--- src/design/wlcf_pkg.sv ---
// Shared types, stage map and constants for the worm-like-chain edge force pipeline.
// Used by wlcf_flow and wlc_edge_force_damage; depends on nothing.
`default_nettype none
package wlcf_pkg;

  // Configuration register indexes.
  typedef enum logic [2:0] {
    CFG_WRAP_SHIFT_X   = 3'd0,
    CFG_WRAP_SHIFT_Y   = 3'd1,
    CFG_FORCE_SCALE    = 3'd2,
    CFG_RATE_PREFACTOR = 3'd3,
    CFG_RATE_EXP_SCALE = 3'd4,
    CFG_DAMAGE_ON      = 3'd5
  } cfg_idx_t;

  // Stage map of the pipeline.
  localparam int SQRT_STEPS = 32;
  localparam int DIV_STEPS  = 17;
  localparam int REC_STEPS  = 28;
  localparam int SER_TERMS  = 8;

  localparam int ST_MAG   = 0;
  localparam int ST_SQR   = 1;
  localparam int ST_SUM   = 2;
  localparam int ST_SQRT0 = 3;
  localparam int ST_CMP   = ST_SQRT0 + SQRT_STEPS;
  localparam int ST_DIV0  = ST_CMP + 1;
  localparam int ST_UU    = ST_DIV0 + DIV_STEPS;
  localparam int ST_REC0  = ST_UU + 1;
  localparam int ST_FORCE = ST_REC0 + REC_STEPS;
  localparam int ST_MUL   = ST_FORCE + 1;
  localparam int ST_SIGN  = ST_MUL + 1;
  localparam int ST_LOG   = ST_SIGN + 1;
  localparam int ST_FRAC  = ST_LOG + 1;
  localparam int ST_SER0  = ST_FRAC + 1;
  localparam int ST_INC   = ST_SER0 + 2 * SER_TERMS;
  localparam int ST_OUT   = ST_INC + 1;
  localparam int NS       = ST_OUT + 1;

  localparam logic [31:0] FORCE_SCALE_RESET = 32'h0001_0000;
  localparam logic [31:0] DAMAGE_ONE        = 32'h0001_0000;
  localparam logic [29:0] QUARTER_Q16       = 30'd16384;
  localparam logic [20:0] EXP_CAP           = 21'd1507328;
  localparam logic [30:0] LOG2E_Q30         = 31'd1549082005;
  localparam logic [29:0] LN2_Q30           = 30'd744261118;
  localparam logic [30:0] ONE_Q30           = 31'h4000_0000;

  // Everything an edge carries down the pipeline.
  typedef struct packed {
    logic        over;
    logic        neg_x;
    logic        neg_y;
    logic [31:0] len;
    logic [31:0] dmg;
    logic [31:0] mx;
    logic [31:0] my;
    logic [63:0] sqx;
    logic [63:0] sqy;
    logic [63:0] v;
    logic [63:0] res;
    logic [31:0] s;
    logic [15:0] t;
    logic [32:0] trem;
    logic [16:0] rx;
    logic [32:0] rxrem;
    logic [16:0] ry;
    logic [32:0] ryrem;
    logic [32:0] uu;
    logic [27:0] q;
    logic [32:0] qrem;
    logic [44:0] frc;
    logic [45:0] cx;
    logic [45:0] cy;
    logic [54:0] plo;
    logic [53:0] phi;
    logic [47:0] fx;
    logic [47:0] fy;
    logic [20:0] x;
    logic [5:0]  n;
    logic [15:0] f;
    logic [29:0] z;
    logic [30:0] term;
    logic [29:0] tp;
    logic [31:0] sum;
    logic [33:0] inc;
  } pipe_t;

  // Reciprocal ceil(2^33 / d) for exact division of a 30-bit value by d in 1..8.
  function automatic logic [33:0] recip8(input int d);
    logic [33:0] m;
    case (d)
      1:       m = 34'd8589934592;
      2:       m = 34'd4294967296;
      3:       m = 34'd2863311531;
      4:       m = 34'd2147483648;
      5:       m = 34'd1717986919;
      6:       m = 34'd1431655766;
      7:       m = 34'd1227133514;
      8:       m = 34'd1073741824;
      default: m = 34'd0;
    endcase
    return m;
  endfunction

endpackage
`default_nettype wire

--- src/design/wlcf_flow.sv ---
// Valid bits and per-stage load enables for the edge force pipeline.
// Depends on wlcf_pkg for the stage count.
`default_nettype none
module wlcf_flow (
  input  logic                    clk,
  input  logic                    rst,
  input  logic                    in_valid,
  input  logic                    out_ready,
  output logic                    in_ready,
  output logic [wlcf_pkg::NS-1:0] load,
  output logic [wlcf_pkg::NS-1:0] valid
);
  import wlcf_pkg::*;

  // A stage may load when it is empty or its item moves on, so bubbles close up.
  logic [NS:0] chain;

  assign chain[NS] = out_ready;

  for (genvar k = 0; k < NS; k++) begin : g_flow
    assign chain[k] = !valid[k] || chain[k+1];
    if (k == 0) begin : g_first
      always_ff @(posedge clk) begin
        if (rst) begin
          valid[k] <= 1'b0;
        end else if (chain[k]) begin
          valid[k] <= in_valid;
        end
      end
    end else begin : g_rest
      always_ff @(posedge clk) begin
        if (rst) begin
          valid[k] <= 1'b0;
        end else if (chain[k]) begin
          valid[k] <= valid[k-1];
        end
      end
    end
  end

  assign load     = chain[NS-1:0];
  assign in_ready = chain[0];

endmodule
`default_nettype wire

--- config.mk ---
export PLATFORM = sky130hd
export DESIGN_NAME = wlcf_flow
export DESIGN_NICKNAME = d
export VERILOG_FILES = /design/src/design/wlcf_pkg.sv /design/src/design/wlcf_flow.sv
export SDC_FILE = /design/constraint.sdc
export NUM_CORES = 1
export LEC_CHECK = 0
export ABC_AREA = 1
export BUFFER_PORTS_ARGS = -buffer_cell sky130_fd_sc_hd__buf_2
export CELL_PAD_IN_SITES_DETAIL_PLACEMENT = 0
export CELL_PAD_IN_SITES_GLOBAL_PLACEMENT = 2
export CORE_ASPECT_RATIO = 0.75
export CORE_MARGIN = 5
export CORE_UTILIZATION = 27
export DETAILED_ROUTE_END_ITERATION = 12
export GPL_ROUTABILITY_DRIVEN = 0
export HOLD_SLACK_MARGIN = 0.05
export MAX_ROUTING_LAYER = met4
export PLACE_DENSITY_LB_ADDON = 0.1
export RECOVER_POWER = 25
export SYNTH_ARGS = -nofsm -noshare
export SYNTH_HDL_FRONTEND = slang
export SYNTH_SLANG_ARGS = --single-unit
--- constraint.sdc ---
create_clock -name clk -period 18.8 [get_ports clk]
set_input_delay 3.76 -clock clk [delete_from_list [all_inputs] [get_ports clk]]
set_output_delay 3.76 -clock clk [all_outputs]
set_load 0.03 [all_outputs]
# Yosys cells after proc, flatten, opt, wreduce, memory -nomap -nowiden
# Cells that the tools add are included.
# word_totals
regBits,105
inputBits,4
wordCells,315
# op_classes
n_reduce_logical,210
# ops
cell,n
$logic_not 1->1,105
$logic_or 1x1->1,105

# Depth between registers and ports, before layout
# Gate-level depths: netlist (run 1).
# depth
depth_word,106
mapped_depth,55
depth_no_buf,55

# Least setup slack after synthesis (run 1)
# OpenSTA, ideal clock, no wires.
# synth_timing
path_kind,input-to-output
start,in out_ready
end,out load[0] (netlist bit)
t_required_ps,15040
t_arrival_ps,13629
path_buffers,1
cell_stages,55
setup_slack_ps,1411
path_cell_list,inv_2 -> nand3_2 -> nor2_4 -> nand4_4 -> nor2_4 -> nand4_4 -> nor2_4 -> nand4_4 -> nor2_4 -> nand4_4 -> nor2_4 -> nand4_4 -> nor2_4 -> nand4_4 -> nor2_4 -> nand4_4 -> nor2_4 -> nand4_4 -> (+19 left out) -> nand4_4 -> nor2_4 -> nand4_4 -> nor2_4 -> nand4_4 -> nor2_4 -> nand4_4 -> nor2_4 -> nand4_4 -> nor2_4 -> nand4_4 -> nor2_4 -> nand4_4 -> nor2_4 -> nand4_4 -> nor2_4 -> nand3_2 -> buf_4
# synth_via
elab_chain_len,105
# synth_lines
item,line,rtl
from (decl),wlcf_flow.sv:8,"input logic out_ready,"
$logic_or 1x1->1 (2 in series),wlcf_flow.sv:21,assign chain[k] = !valid[k] || chain[k+1];
via load (one bit),wlcf_flow.sv:10,"output logic [wlcf_pkg::NS-1:0] load,"
$logic_or 1x1->1 (4 in series),wlcf_flow.sv:21,
via load (one bit),wlcf_flow.sv:10,
$logic_or 1x1->1 (4 in series),wlcf_flow.sv:21,
via load (one bit),wlcf_flow.sv:10,
$logic_or 1x1->1 (4 in series),wlcf_flow.sv:21,
via load (one bit),wlcf_flow.sv:10,
(+4 left out),-,
via load (one bit),wlcf_flow.sv:10,
(+4 left out),-,
via load (one bit),wlcf_flow.sv:10,
(+4 left out),-,
via load (one bit),wlcf_flow.sv:10,
(+4 left out),-,
via load (one bit),wlcf_flow.sv:10,
(+4 left out),-,
via load (one bit),wlcf_flow.sv:10,
(+4 left out),-,
via load (one bit),wlcf_flow.sv:10,
(+4 left out),-,
via load (one bit),wlcf_flow.sv:10,
(+4 left out),-,
via load (one bit),wlcf_flow.sv:10,
(+4 left out),-,
via load (one bit),wlcf_flow.sv:10,
(+4 left out),-,
via load (one bit),wlcf_flow.sv:10,
(+4 left out),-,
via load (one bit),wlcf_flow.sv:10,
(+4 left out),-,
via load (one bit),wlcf_flow.sv:10,
(+4 left out),-,
via load (one bit),wlcf_flow.sv:10,
(+4 left out),-,
via load (one bit),wlcf_flow.sv:10,
(+4 left out),-,
via load (one bit),wlcf_flow.sv:10,
(+4 left out),-,
via load (one bit),wlcf_flow.sv:10,
(+4 left out),-,
via load (one bit),wlcf_flow.sv:10,
(+4 left out),-,
via load (one bit),wlcf_flow.sv:10,
(+4 left out),-,
via load (one bit),wlcf_flow.sv:10,
$logic_or 1x1->1 (4 in series),wlcf_flow.sv:21,
via load (one bit),wlcf_flow.sv:10,
$logic_or 1x1->1 (4 in series),wlcf_flow.sv:21,
via load (one bit),wlcf_flow.sv:10,
$logic_or 1x1->1 (4 in series),wlcf_flow.sv:21,
via load (one bit),wlcf_flow.sv:10,
$logic_or 1x1->1 (3 in series),wlcf_flow.sv:21,
to (decl),wlcf_flow.sv:10,
# The timed path passes the listed nets, and every way through them passes these cells.

# Worst setup path in the final report (run 1)
# layout_timing
start,in out_ready
end,out load[0] (netlist bit)
# layout_via
elab_chain_len,105
# layout_lines
item,line
$logic_or 1x1->1 (105 in series),wlcf_flow.sv:21
# No other way between the ends.

==> results of run 1 <==
[through the flow]
step           cells  power, mW  utilization  setup WS (ns)
4_1_cts          923      0.446        0.375           4.47
3_3_place_gp     907      0.234        0.354           4.71
6_report         923      0.436        0.369           4.61
3_5_place_dp     907      0.234        0.354           4.51
5_1_grt          923      0.455        0.369           3.79
2_1_floorplan    496      0.232            -           1.41
[power groups by stage]
stage	registers (mW)	clock network (mW)	logic, mW
floorplan	0.229	0	0.00358
CTS	0.223	0.217	0.00592
detailed placement	0.228	0	0.00589
finish	0.223	0.207	0.00564
global route	0.223	0.225	0.00635
global placement	0.228	0	0.00596
[worst min-delay path by stage]
stage | endpoint | slack (ns)
floorplan | valid[104] | 0.59
global route | valid[1] | 0.51
global placement | valid[104] | 0.47
detailed placement | valid[104] | 0.47
CTS | valid[104] | 0.49
finish | valid[104] | 0.48
[critical path: cells and delay by family]
family                 cells  cell delay, ns
AND/OR/NAND/NOR           53            6.30
buffers and inverters      3            0.34
[cell type report]
| class | count | area, µm² |
|---|---|---|
| Sequential cell | 105 | 2100 |
| Multi-Input combinational cell | 235 | 1640 |
| Clock buffer | 12 | 256 |
| Fill cell | 1722 | 10000 |
| Timing Repair Buffer | 214 | 985 |
| Inverter | 143 | 537 |
| Clock inverter | 4 | 75.1 |
| Tap cell | 210 | 263 |
[kinds of logic (layout without fill, tap and decap cells)]
| logic type | after synthesis | count (layout) | synth area share |
|---|---|---|---|
| AND/OR/NAND/NOR | 155 | 155 | 0.284 |
| AO/OA/AOI/OAI | 80 | 80 | 0.0942 |
| buffers and inverters | 156 | 373 | 0.136 |
| flip-flops | 105 | 105 | 0.486 |
[placed cells by master (no fill, tap or decap)]
master      instances
inv_2               4
nand3_2             2
nor2_1             85
a21oi_1            78
clkbuf_1           70
bufinv_16           2
nand4_4            25
a21oi_2             2
nor2_4             26
dfxtp_1           105
nand2_1            16
clkinvlp_4          2
clkbuf_8            2
buf_2             145
inv_1             139
clkbuf_16           9
nor2_2              1
[per-layer routing]
| metal | vias to the layer above | track usage | routed length [µm] |
|---|---|---|---|
| li1 | 1931 | - | - |
| met1 | 1623 | 0.173 | 5670 |
| met2 | 124 | 0.190 | 5270 |
| met3 | 11 | 0.0494 | 1060 |
| met4 | 0 | 0.0341 | 161 |
| met5 | - | - | 0 |
==> results.sh, run 1 <==
export IMPL_crit_start="out_ready"
export IMPL_io_buffers=214
export IMPL_p_int_mw=0.347
export IMPL_place_area_mm2=0.00561
export IMPL_power_density_mw_per_mm2=74.5
export IMPL_clock_sinks=105
export IMPL_synth_cells=496
export IMPL_start_util=0.273
export IMPL_hp_class="flip-flop to flip-flop"
export IMPL_criticalPathCategory="input pin to primary output"
export IMPL_hold_depth=2
export IMPL_cts_tree="done"
export IMPL_ys_ff_latch=105
export IMPL_core_area_mm2=0.0159
export IMPL_synthFlopType="dfxtp_1"
export IMPL_cap_violations=1
export IMPL_yosysSeqAreaShare=0.486
export IMPL_clk_latency_ns=0.34
export IMPL_p_leak_nw=2.21
export IMPL_worstMarginPinSlew_ns=4.83
export IMPL_hpwl_mm=9.45
export IMPL_final_nets=712
export IMPL_hold_buffers=0
export IMPL_worst_setup_path_start_kind="input pin"
export IMPL_drt_initial_drc_count=187
export IMPL_diodes=0
export IMPL_r2r_start="valid[103]"
export IMPL_crit_path_frequent_cell="nor2_4"
export IMPL_rsz0062_at_grt="no"
export IMPL_area_growth_pct=35.3
export IMPL_cts_root_buffer="clkbuf_16"
export IMPL_slowest_delay_ns=0.19
export IMPL_max_freq_mhz=70.5
export IMPL_grt_first_pass_wirelength_mm=19.4
export IMPL_power_frac_clock=0.476
export IMPL_finalSetupViolCount=0
export IMPL_whs_ns=0.481
export IMPL_synth_edf_count=0
export IMPL_drtPass1Iterations=4
export IMPL_peakVddDrop_uv=48.5
export IMPL_synth_commonest_cells="inv_1 (139), dfxtp_1 (105), nor2_1 (85)"
export IMPL_htree_levels=3
export IMPL_path_clk_slew_ns=0.07
export IMPL_cts_setup_buffers=0
export IMPL_numCtsBuffers=9
export IMPL_drive_gt1_frac=0.309
export IMPL_overflow=0
export IMPL_fin_skew_ns=0.00999
export IMPL_drc=0
export IMPL_relSlewSlack=-2.22
export IMPL_clk_path_buf_depth=2
export IMPL_seqPwrFrac=0.511
export IMPL_stdcell_area_mm2=0.00586
export IMPL_maxSlewViolCount=106
export IMPL_antenna_found_initial=0
export IMPL_synth_top_area_share=0.486
export IMPL_path_max_fanout=3
export IMPL_grt_max_degree=106
export IMPL_reg_top3="valid: 105 flops"
export IMPL_viasPerCell=4.00
export IMPL_die_w_um=156
export IMPL_power_switching_mw=0.0885
export IMPL_syn_nets=500
export IMPL_async_flop_share=0
export IMPL_combPwrFrac=0.013
export IMPL_synth_most_common_cell="inv_1"
export IMPL_track_usage=0.131
export IMPL_cp_arrival_ns=10.43
export IMPL_top_register="valid"
export IMPL_outcome="finished, violations left"
export IMPL_avgSynthCellArea_um2=8.73
export IMPL_post_drt_wl_per_cell_um=13.2
export IMPL_synth_cell_type_count=13
export IMPL_synth_top_cell_by_area="dfxtp_1"
export IMPL_syn_area_mm2=0.00433
export IMPL_reg2reg_depth=54
export IMPL_worst_ep_required_time_ns=15.04
export IMPL_violations="capacitance limit, slew limit"
export IMPL_min_period_ns=14.19
export IMPL_crit_end="load[0]"
export IMPL_ios=215
export IMPL_num_vias=3689
export IMPL_routed_wl_mm=12.2
export IMPL_synthTopCellsByArea="dfxtp_1 (49%), nand4_4 (12%), inv_1 (12%), a21oi_1 (9.0%), nor2_1 (7.4%)"
export IMPL_sw_frac_of_total=0.203
export IMPL_cts_resized=0
export IMPL_tns_ns=0
export IMPL_largest_reg_flops=105
export IMPL_final_antenna_net_count=0
export IMPL_r2r_setup_slack_ns=11.86
export IMPL_cp_slowest_cell="buf_2"
export IMPL_fin_crit_sh=0.755
export IMPL_row_count=40
export IMPL_yosysWarningCount=0
export IMPL_worst_setup_path_end_kind="primary output"
export IMPL_die_area_mm2=0.0187
export IMPL_die_height_um=120
export IMPL_hold_violations=0
export IMPL_timing_rr_end="valid[1]"
export IMPL_min_from="valid[103]"
export IMPL_grt_pass1_vias=3618
Power figures use the tool's default switching activity.
==> run 2: changes to the inputs <==
--- a/config.mk
+++ b/config.mk
@@ -11,7 +11,7 @@
 export CELL_PAD_IN_SITES_GLOBAL_PLACEMENT = 2
 export CORE_ASPECT_RATIO = 0.75
 export CORE_MARGIN = 5
-export CORE_UTILIZATION = 27
+export CORE_UTILIZATION = 25
 export DETAILED_ROUTE_END_ITERATION = 12
 export GPL_ROUTABILITY_DRIVEN = 0
 export HOLD_SLACK_MARGIN = 0.05
==> constraint.sdc (replaced) <==
create_clock -name clk -period 14.1 [get_ports clk]
set_input_delay 2.82 -clock clk [delete_from_list [all_inputs] [get_ports clk]]
set_output_delay 2.82 -clock clk [all_outputs]
set_load 0.03 [all_outputs]
==> run 2 against run 1 <==
The flow now finishes without violations; first-iteration DRC count fell by 2.1%; count of clock-buffer cells in the layout did not move; hold slack improved by 0.020 ns; non-clock buffer count increased by 1; clock power grew 15%; routed wire length rose by 4.6%; cell count is 0.43% higher; largest cell class unchanged; largest power group unchanged.
==> results.sh, run 2 (synthesized netlist as in run 1, its figures left out) <==
export IMPL_clk_path_buf_depth=2
export IMPL_cap_violations=0
export IMPL_die_w_um=162
export IMPL_hold_buffers=0
export IMPL_drtPass1Iterations=4
export IMPL_outcome="complete, no violations"
export IMPL_fin_crit_sh=0.879
export IMPL_min_period_ns=12.39
export IMPL_drc=0
export IMPL_power_density_mw_per_mm2=93.3
export IMPL_whs_ns=0.502
export IMPL_criticalPathCategory="input pin to primary output"
export IMPL_sw_frac_of_total=0.218
export IMPL_track_usage=0.128
export IMPL_cp_arrival_ns=9.57
export IMPL_numCtsBuffers=9
export IMPL_routed_wl_mm=12.7
export IMPL_worst_ep_required_time_ns=11.28
export IMPL_rsz0062_at_grt="no"
export IMPL_diodes=0
export IMPL_viasPerCell=4.00
export IMPL_overflow=0
export IMPL_grt_max_degree=66
export IMPL_slowest_delay_ns=0.19
export IMPL_die_height_um=124
export IMPL_layout_common_cells="inv_1 (138), buf_2 (134), dfxtp_1 (105)"
export IMPL_hpwl_mm=9.89
export IMPL_peakVddDrop_uv=55.7
export IMPL_final_common_cell="inv_1"
export IMPL_power_frac_clock=0.439
export IMPL_finalSetupViolCount=0
export IMPL_hold_violations=0
export IMPL_core_area_mm2=0.0169
export IMPL_worstMarginPinSlew_ns=0.749
export IMPL_cp_slowest_cell="buf_2"
export IMPL_hp_class="flip-flop to flip-flop"
export IMPL_seqPwrFrac=0.546
export IMPL_num_vias=3705
export IMPL_p_total_mw=0.545
export IMPL_final_nets=713
export IMPL_grt_pass1_vias=3625
export IMPL_cts_tree="done"
export IMPL_path_clk_slew_ns=0.07
export IMPL_fin_skew_ns=0.00872
export IMPL_relSlewSlack=0.501
export IMPL_htree_levels=3
export IMPL_worst_setup_path_end_kind="primary output"
export IMPL_path_max_fanout=3
export IMPL_largest_reg_flops=105
export IMPL_row_count=41
export IMPL_antenna_found_initial=0
export IMPL_stdcell_area_mm2=0.00584
export IMPL_combPwrFrac=0.015
export IMPL_maxSlewViolCount=0
export IMPL_grt_first_pass_wirelength_mm=19.7
export IMPL_start_util=0.256
export IMPL_tns_ns=0
export IMPL_area_growth_pct=34.9
export IMPL_nFillCells=1826
export IMPL_max_freq_mhz=80.7
export IMPL_cts_setup_buffers=0
export IMPL_clock_sinks=105
export IMPL_post_drt_wl_per_cell_um=13.7
export IMPL_place_area_mm2=0.00567
export IMPL_power_switching_mw=0.119
export IMPL_worst_setup_path_start_kind="input pin"
export IMPL_die_area_mm2=0.0201
export IMPL_cts_resized=0
export IMPL_drive_gt1_frac=0.299
export IMPL_io_buffers=214
export IMPL_final_antenna_net_count=0
export IMPL_clk_latency_ns=0.34
export IMPL_drt_initial_drc_count=183
export IMPL_reg_top3="valid: 105 flops"
export IMPL_top_register="valid"
export IMPL_p_leak_nw=2.15
export IMPL_cts_root_buffer="clkbuf_16"
export IMPL_crit_path_frequent_cell="nor2_4"
export IMPL_p_int_mw=0.426
export IMPL_ios=215
run 2: changes by cell type in the layout (fill, tap and decap cells not counted), sizes merged:
| cell | delta |
|---|---|
| clkbuf | +10 |
| buf | -9 |
| bufinv | -2 |
run 2: critical path, delay by kind of cell:
kind | cells | cell delay, ns
buffers and inverters | 3 | 0.40
AND/OR/NAND/NOR | 53 | 6.34
run 2: per-layer routing:
metal  part of all wire  up-vias  global-route usage
li1                   -     1923                   -
met1               0.48     1658               0.165
met2               0.43      115               0.192
met3              0.081        9              0.0476
met4              0.011        0              0.0349
met5                  0        -                   -
run 2: per-stage QoR:
stage	instances	worst slack, ns	util
after floorplan	496	-1.22	-
after global placement	913	1.84	0.335
after detailed placement	913	1.61	0.335
after CTS	927	1.56	0.351
after global routing	927	0.951	0.345
final	927	1.71	0.345
run 2: power by group through the flow:
stage / Sequential, mW / Clock (mW) / Combinational (mW)
detailed placement: 0.304 / 0 / 0.00873
finish: 0.297 / 0.239 / 0.00830
global placement: 0.304 / 0 / 0.00886
floorplan: 0.305 / 0 / 0.00502
global route: 0.297 / 0.262 / 0.00923
CTS: 0.297 / 0.252 / 0.00869
run 2: layout make-up:
class	instances	area [µm²]	area share
Tap cell	215	269	0.0461
Clock inverter	2	15.0	0.00257
Timing Repair Buffer	215	982	0.168
Multi-Input combinational cell	235	1670	0.285
Sequential cell	105	2100	0.360
Inverter	143	549	0.0941
Clock buffer	12	256	0.0439
run 2: path summary, 6_finish.rpt:
path / start / end / slack [ns] / cells after the start
worst max-delay path: out_ready / load[1] / 1.71 / 56
worst min register to register: valid[102] / valid[103] / 0.50 / 2
worst max register to register: valid[103] / valid[1] / 7.13 / 54
worst min-delay path: valid[102] / valid[103] / 0.50 / 2
==> run 3: changes to the inputs <==
--- a/config.mk
+++ b/config.mk
@@ -11,7 +11,8 @@
 export CELL_PAD_IN_SITES_GLOBAL_PLACEMENT = 2
 export CORE_ASPECT_RATIO = 0.75
 export CORE_MARGIN = 5
-export CORE_UTILIZATION = 25
+export CORE_UTILIZATION = 26
+export CTS_BUF_LIST = sky130_fd_sc_hd__clkbuf_8
 export DETAILED_ROUTE_END_ITERATION = 12
 export GPL_ROUTABILITY_DRIVEN = 0
 export HOLD_SLACK_MARGIN = 0.05
==> run 3 against run 2 <==
Sequential power hardly changed; fmax is 0.35% lower; largest power group unchanged; worst setup slack worse by 0.044 ns; clock skew is 0.0059 ns higher; critical path type unchanged; the flow now finishes with violations (capacitance limit, slew limit); via count is 1.1% lower; global-route usage is 0.15 points higher; die area is 3.6% lower; utilization is 1.1 points higher; non-clock buffer count is 1 lower; first-iteration DRC count is 22% lower; hold slack hardly changed; cell count is 0.43% lower.
==> results.sh, run 3 (synthesized netlist as in run 1, its figures left out) <==
export IMPL_clk_latency_ns=0.38
export IMPL_violations="capacitance limit, slew limit"
export IMPL_diodes=0
export IMPL_track_usage=0.130
export IMPL_stdcell_area_mm2=0.00575
export IMPL_cts_resized=0
export IMPL_relSlewSlack=-2.34
export IMPL_drive_gt1_frac=0.320
export IMPL_place_area_mm2=0.00565
export IMPL_power_switching_mw=0.115
export IMPL_drc=0
export IMPL_cp_slowest_cell="buf_2"
export IMPL_hpwl_mm=9.55
export IMPL_cp_top_family="simple AND/OR/NAND/NOR gates"
export IMPL_p_int_mw=0.368
export IMPL_clk_path_buf_depth=2
export IMPL_area_growth_pct=32.7
export IMPL_viasPerCell=3.97
export IMPL_cts_root_buffer="clkbuf_8"
export IMPL_final_nets=712
export IMPL_layout_common_cells="buf_2 (148), inv_1 (138), dfxtp_1 (105)"
export IMPL_row_count=40
export IMPL_fin_crit_sh=0.882
export IMPL_setup_ws_ns=1.67
export IMPL_grt_first_pass_wirelength_mm=19.6
export IMPL_sw_frac_of_total=0.238
export IMPL_finalSetupViolCount=0
export IMPL_post_drt_wl_per_cell_um=13.4
export IMPL_worst_setup_path_end_kind="primary output"
export IMPL_path_clk_slew_ns=0.09
export IMPL_fin_skew_ns=0.0146
export IMPL_start_util=0.268
export IMPL_hold_violations=0
export IMPL_die_area_mm2=0.0194
export IMPL_ios=215
export IMPL_cp_arrival_ns=9.61
export IMPL_core_area_mm2=0.0162
export IMPL_reg_top3="valid: 105 flops"
export IMPL_seqPwrFrac=0.616
export IMPL_drtPass1Iterations=4
export IMPL_hold_buffers=0
export IMPL_top_register="valid"
export IMPL_outcome="finished, violations left"
export IMPL_hold_depth=2
export IMPL_pre_cts_ws_ns=1.61
export IMPL_reg2reg_depth=54
export IMPL_min_from="valid[99]"
export IMPL_max_freq_mhz=80.4
export IMPL_combPwrFrac=0.017
export IMPL_maxSlewViolCount=106
export IMPL_power_frac_clock=0.367
export IMPL_overflow=0
export IMPL_path_buf_inv=3
export IMPL_die_w_um=159
export IMPL_largest_reg_flops=105
export IMPL_worstMarginPinSlew_ns=5.00
export IMPL_numCtsBuffers=9
export IMPL_slowest_delay_ns=0.19
export IMPL_num_vias=3665
export IMPL_final_antenna_net_count=0
export IMPL_die_height_um=122
export IMPL_drt_initial_drc_count=143
export IMPL_cts_setup_buffers=0
export IMPL_grt_max_degree=106
export IMPL_cap_violations=1
export IMPL_power_density_mw_per_mm2=84.0
export IMPL_worst_ep_required_time_ns=11.28
export IMPL_final_common_cell="buf_2"
export IMPL_criticalPathCategory="input pin to primary output"
export IMPL_cp_depth=56
export IMPL_p_leak_nw=2.17
export IMPL_peakVddDrop_uv=44.5
export IMPL_final_cells=923
export IMPL_routed_wl_mm=12.3
export IMPL_cts_tree="done"
export IMPL_hp_class="flip-flop to flip-flop"
export IMPL_whs_ns=0.502
export IMPL_nFillCells=1751
export IMPL_rsz0062_at_grt="no"
export IMPL_grt_pass1_vias=3672
export IMPL_io_buffers=214
export IMPL_min_period_ns=12.43
export IMPL_clock_sinks=105
export IMPL_htree_levels=3
export IMPL_path_max_fanout=3
export IMPL_crit_start="out_ready"
export IMPL_dp_cells=907
export IMPL_antenna_found_initial=0
export IMPL_r2r_start="valid[103]"
export IMPL_crit_path_frequent_cell="nor2_4"
export IMPL_worst_setup_path_start_kind="input pin"
## run 3: cell count changes in the layout (fill, tap and decap cells not counted), sizes merged
cell,change
inv,+2
clkinvlp,-2
buf,+12
clkinv,+4
clkbuf,-15
## run 3: through the flow
step | utilization | setup TNS [ns] | power, mW
6_report | 0.355 | 0 | 0.483
4_1_cts | 0.361 | 0 | 0.496
5_1_grt | 0.355 | 0 | 0.507
3_3_place_gp | 0.350 | 0 | 0.313
2_1_floorplan | - | -9.25 | 0.310
3_5_place_dp | 0.350 | 0 | 0.313
## run 3: final timing paths
path                     end  slack (ns)
setup / recovery     load[1]        1.67
setup reg to reg    valid[0]        7.03
hold reg to reg   valid[100]        0.50
hold / removal    valid[100]        0.50
## run 3: cell type report
type	instances	area, µm²	area share
inverters	143	549	0.0956
repair buffers	214	988	0.172
multi-input cells	235	1670	0.290
clock buffers	10	138	0.0239
well taps	210	263	0.0457
clock inverters	6	41.3	0.00718
flip-flops and latches	105	2100	0.366
## run 3: power groups by stage
stage	logic (mW)	registers (mW)	clock network (mW)
2_1_floorplan	0.00502	0.305	0
3_3_place_gp	0.00844	0.304	0
3_5_place_dp	0.00843	0.304	0
4_1_cts	0.00835	0.297	0.190
5_1_grt	0.00898	0.298	0.201
6_report	0.00818	0.297	0.177
## run 3: metal layers
layer	up-vias	GRT usage	share of wire
met2	126	0.197	0.44
met3	10	0.0470	0.074
met5	-	-	0
met1	1603	0.162	0.47
met4	0	0.0416	0.014
li1	1926	-	-
## run 3: worst register-to-register path: cells and delay by family (launching register included)
family	cells	cell delay, ns
and+or+nand+nor	53	6.47
AOI/OAI and AO/OA	1	0.12
DFF	1	0.41
